File: config.mk
export PLATFORM = sky130hd
export DESIGN_NAME = dpe_scale
export DESIGN_NICKNAME = d
export VERILOG_FILES = /design/src/sv/dpe_pkg.sv /design/src/sv/dpe_scale.sv
export SDC_FILE = /design/constraint.sdc
export NUM_CORES = 2
export LEC_CHECK = 0
export BUFFER_PORTS_ARGS = -buffer_cell sky130_fd_sc_hd__buf_4
export CAP_MARGIN = 10
export CORE_MARGIN = 1
export CORE_UTILIZATION = 54
export DETAILED_ROUTE_END_ITERATION = 7
export HOLD_SLACK_MARGIN = 0.03
export PLACE_DENSITY = 0.71
export SLEW_MARGIN = 20
export SYNTH_ARGS = -nofsm -noshare
export SYNTH_HDL_FRONTEND = slang
export SYNTH_SLANG_ARGS = --single-unit
export TNS_END_PERCENT = 100
File: constraint.sdc
create_clock -name clock -period 26.6 [get_ports clock]
set_input_delay 5.32 -clock clock [delete_from_list [all_inputs] [get_ports clock]]
set_output_delay 5.32 -clock clock [all_outputs]
set_load 0.03 [all_outputs]
File: src/sv/dpe_pkg.sv
// Shared types, constants and tables for the 2D decay profile evaluator.
package dpe_pkg;

   localparam logic [1:0] MODE_CAUCHY  = 2'd0;
   localparam logic [1:0] MODE_GAUSS   = 2'd1;
   localparam logic [1:0] MODE_MIX     = 2'd2;
   localparam logic [1:0] MODE_MIX_ALT = 2'd3;  // behaves as the mix

   localparam logic [1:0] REG_MODE = 2'd0;
   localparam logic [1:0] REG_LX   = 2'd1;
   localparam logic [1:0] REG_LY   = 2'd2;
   localparam logic [1:0] REG_ETA  = 2'd3;

   localparam logic [15:0] HALF_LOG2E = 16'd47274;
   localparam logic [15:0] TWO_PI_Q13 = 16'd51472;

   typedef struct packed {
      logic [1:0]  mode;
      logic [15:0] lx;
      logic [15:0] ly;
      logic [16:0] eta;
   } cfg_type;

   function automatic logic [16:0] exp2_tab(input logic [4:0] k);
      logic [16:0] v;
      case (k)
         5'd0: v = 17'd65536;  5'd1: v = 17'd62758;  5'd2: v = 17'd60097;
         5'd3: v = 17'd57549;  5'd4: v = 17'd55109;  5'd5: v = 17'd52773;
         5'd6: v = 17'd50535;  5'd7: v = 17'd48393;  5'd8: v = 17'd46341;
         5'd9: v = 17'd44376;  5'd10: v = 17'd42495; 5'd11: v = 17'd40693;
         5'd12: v = 17'd38968; 5'd13: v = 17'd37316; 5'd14: v = 17'd35734;
         5'd15: v = 17'd34219; 5'd16: v = 17'd32768;
         default: v = 17'd0;
      endcase
      return v;
   endfunction

   function automatic logic [16:0] log2_tab(input logic [4:0] k);
      logic [16:0] v;
      case (k)
         5'd0: v = 17'd0;      5'd1: v = 17'd5732;   5'd2: v = 17'd11136;
         5'd3: v = 17'd16248;  5'd4: v = 17'd21098;  5'd5: v = 17'd25711;
         5'd6: v = 17'd30109;  5'd7: v = 17'd34312;  5'd8: v = 17'd38336;
         5'd9: v = 17'd42196;  5'd10: v = 17'd45904; 5'd11: v = 17'd49472;
         5'd12: v = 17'd52911; 5'd13: v = 17'd56229; 5'd14: v = 17'd59434;
         5'd15: v = 17'd62534; 5'd16: v = 17'd65536;
         default: v = 17'd0;
      endcase
      return v;
   endfunction

   // 2^-y: y has 16 fraction bits, integer part given separately (saturated).
   // Interpolated table value, before the shift.
   function automatic logic [16:0] exp2_interp(input logic [15:0] f);
      logic [16:0] a, b;
      logic [28:0] p;
      a = exp2_tab({1'b0, f[15:12]});
      b = exp2_tab({1'b0, f[15:12]} + 5'd1);
      p = 29'(a - b) * 29'(f[11:0]);
      return a - 17'(p >> 12);
   endfunction

   function automatic logic [16:0] exp2_shift(input logic [16:0] v, input logic [5:0] n);
      logic [17:0] r;
      if (n > 6'd16) return 17'd0;
      if (n == 6'd0) return v;
      r = (18'(v) + (18'd1 << (n - 6'd1))) >> n;
      return r[16:0];
   endfunction

endpackage

File: src/sv/dpe_scale.sv
// Back stages: prefactor multiply, 2*pi scale, rounding and clamp.
module dpe_scale (
   input  logic              clock,
   input  logic              reset,
   input  logic              adv,
   input  logic              in_valid,
   input  logic [16:0]       shape,
   input  dpe_pkg::cfg_type  cfg,
   output logic              out_valid,
   output logic [31:0]       value
);
   logic        v1_ff, v2_ff, v1_in, v2_in;
   logic [48:0] w_ff, w_in;
   logic [31:0] r_ff, r_in;
   logic [31:0] lxy_ff, lxy_in;
   logic [65:0] prod;
   logic [32:0] res;

   always_comb begin
      lxy_in = 32'(cfg.lx) * 32'(cfg.ly);
      // lx*ly*shape fits 49 bits; split 32x17
      w_in = 49'(lxy_ff) * 49'(shape);
      prod = 66'(w_ff) * 66'(dpe_pkg::TWO_PI_Q13) + (66'd1 << 32);
      res = prod[65:33];
      r_in = res[32] ? 32'hFFFFFFFF : res[31:0];
      v1_in = adv ? in_valid : v1_ff;
      v2_in = adv ? v1_ff : v2_ff;
   end

   // lx*ly register; user must change registers only with pipe empty, unenforced
   always_ff @(posedge clock) begin
      lxy_ff <= lxy_in;
   end

   always_ff @(posedge clock) begin
      if (adv) begin
         w_ff <= w_in;
         r_ff <= r_in;
      end
   end

   always_ff @(posedge clock) begin
      if (reset) begin
         v1_ff <= 1'b0;
         v2_ff <= 1'b0;
      end else begin
         v1_ff <= v1_in;
         v2_ff <= v2_in;
      end
   end

   assign out_valid = v2_ff;
   assign value = r_ff;
endmodule

==> results.tsv <==
stage	metric	value	unit
sta	RSZ-0062 raised after global routing	no	
sta	final setup fails	0	
drt	drt total wl	77300	µm
sta	Max Slew Vio Count	0	
clock_network	# H-tree levels	4	
synthesis	cell taking the most area after synthesis	fa_1	
clock_network	worst-skew pair later-pin latency	460	ps
sta	setup TNS	0	ps
sta	Clock Skew	16.0	ps
cells_and_area	fillcell total	5809	
setup_path	r2r setup slk	18200	ps
floorplan	io pins	105	
setup_path	critical path's slowest cell	or4b_4	
drt	wire length per cell	16.1	µm
sta	fmax	0.0785	GHz
sta	final hold violations	0	
cells_and_area	area delta synth->final	5.16	%
global_route	largest net degree at the start of global routing	56	
clock_network	Root Buffer	clkbuf_16	
synthesis	synth unique cells	75	
setup_path	R2R Path End	w_ff[46]	
clock_network	Clock Path Buffers	2	
setup_path	critical path arrival	13020	ps
drt	Pre-Repair DR Iteration Count	6	
sta	min Tclk post-route	12740	ps
hold_path	Hold Path End	v1_ff	
clock_network	CTS Buf Count	17	
synthesis	synthesized instance count	3952	
setup_path	CP Data Required Time	26880	ps
drt	# DRC	0	
run	Max Cap Violations	0	
synthesis	Mean Syn Cell Area	9.24	µm²
hold_path	hold path start	v1_ff	
global_route	Remaining Overflow, GRT	0	
synthesis	Syn. warnings	0	
floorplan	Die Ht	262	µm
clock_network	Hold Buf Count CTS	0	
clock_network	CTS tree	done	
hold_path	Hold Crit Depth	2	
synthesis	Post-synth EDFFs	81	
floorplan	full die area	68700	µm²
floorplan	Die Wd	262	µm
drt	DR iter-0 viols	1357	
synthesis	top-count cell post-synth	inv_1	
synthesis	asr flop ratio synth	0	%
synthesis	Post-Syn Nets	5206	
cells_and_area	Antenna diodes	0	
synthesis	commonest cells in the netlist	871 x inv_1, 770 x fa_1, 600 x nand2_1	
drt	Vias	25700	
sta	Max transition margin	35.6	%
setup_path	Reg2Reg Depth	25	
clock_network	clock tree sinks	115	
sta	Final period util	47.9	%
cells_and_area	Nets	5181	
synthesis	post-synthesis sequential element count	115	
placement	Port Buffers	85	
setup_path	crit start category	primary input	
setup_path	CP max stage delay	580	ps
global_route	first-pass GRT wire length	132000	µm
drt	Via density	5.35	
hold_path	worst min-delay path category	reg2reg	
clock_network	Reg clk slew, reported paths	60	ps
synthesis	top post-synthesis cells by area	fa_1 42%, ha_1 14%, inv_1 9.0%	
outcome	status	finished, final reports clean	
setup_path	CP Capture Type	register	
placement	GP Congestion	0.884	
global_route	number of global-route vias before repair	27100	
floorplan	Core Area	66300	µm²
cells_and_area	layout cells sized above 1	3.81	%
placement	DP HPWL	62300	µm
setup_path	RR Startpoint	lxy_ff[7]	
synthesis	register area share after synthesis	8.52	%
synthesis	Top FF cell, synth	edfxtp_1	
drt	ANT nets after route	0	
setup_path	CP Max Fanout	32	
floorplan	Initial Util	55.1	%
setup_path	worst setup path class	in2reg	
global_route	total track usage	23.8	%
synthesis	post-synth top area share	42.2	%
floorplan	# rows	94	
clock_network	cts repair resizes	0	
clock_network	post-CTS setup repair buffer count	0	
sta	Least-Margin Pin Slew	965	ps
synthesis	Post-Syn Area	36500	µm²
setup_path	CP dominant cell by count	fa_1	
global_route	initial antenna violation count	1	
layout make-up:
class | count | area [µm²] | share of cell area (%)
sequential | 115 | 3110 | 8.10
clock buffer | 23 | 468 | 1.22
inverter | 871 | 3270 | 8.51
tap | 864 | 1080 | 2.81
multi-input combinational | 2829 | 29600 | 77.1
clock inverter | 9 | 154 | 0.401
timing repair buffer | 93 | 698 | 1.82
kinds of logic after synthesis:
kind of cell	count (synthesis)	share of synthesized area [%]
adders and majority gates	1182	56.3
AOI/OAI and AO/OA	355	6.55
xor gates and xnor gates	119	2.85
muxes	5	0.137
buffers and inverters	1008	10.4
and+or+nand+nor	1168	15.3
DFF	115	8.52
routing by layer:
metal  wire length [µm]  vias to the layer above  share of wire (%)  GRT usage, %
met2              37200                      722                 48          40.9
met4               1370                        2                1.8          5.76
met5                 13                        -              0.017             0
met1              34400                    12800                 45          32.1
li1                   -                    12000                  -             -
met3               4300                      105                5.6          2.99
worst max-delay path, delay by kind of cell:
| kind | cells | cell delay [ps] |
|---|---|---|
| buf+inv | 6 | 610 |
| compound gates | 8 | 2270 |
| fa+ha+maj | 7 | 3380 |
| simple gates | 5 | 1390 |
placed cells by master (no fill, tap or decap), types with 14 or more instances in the layout:
cell type / instances
a21oi_1: 114
nand3_1: 33
a211oi_1: 18
nor2_1: 95
fa_1: 770
o211ai_1: 14
inv_1: 871
dfxtp_1: 34
and2_1: 303
buf_4: 93
ha_1: 412
nor2b_1: 18
edfxtp_1: 81
nand4_1: 24
o21ai_0: 66
a21o_1: 42
clkbuf_16: 17
nand2_1: 600
xnor2_1: 80
nor3_1: 37
xor2_1: 39
nand2b_1: 15
metrics by stage:
step           hold WS (ps)  utilization [%]  cell area, µm²  worst slack, ps  std cells
2_1_floorplan           460                -           36500            14290       3952
3_3_place_gp            478             57.0           37800            13530       4772
3_5_place_dp            486             57.0           37800            13440       4772
4_1_cts                 500             57.9           38400            13910       4804
5_1_grt                 527             57.9           38400            13580       4804
6_report                494             57.9           38400            13860       4804
state kept, by name, indices dropped and copies added, names as in the netlist:
| register | cells |
|---|---|
| w_ff | 49 |
| lxy_ff | 32 |
| value | 32 |
| out_valid | 1 |
| v1_ff | 1 |
worst max-delay path by stage:
stage                        start       end
final                     shape[8]  w_ff[46]
after global routing      shape[8]  w_ff[46]
after CTS                 shape[8]  w_ff[46]
after detailed placement  shape[8]  w_ff[46]
after global placement    shape[8]  w_ff[46]
after floorplan           shape[8]  w_ff[46]
Power is not shown: default switching activity piles up to over one toggle a cycle in this logic, so the estimate is an artifact.
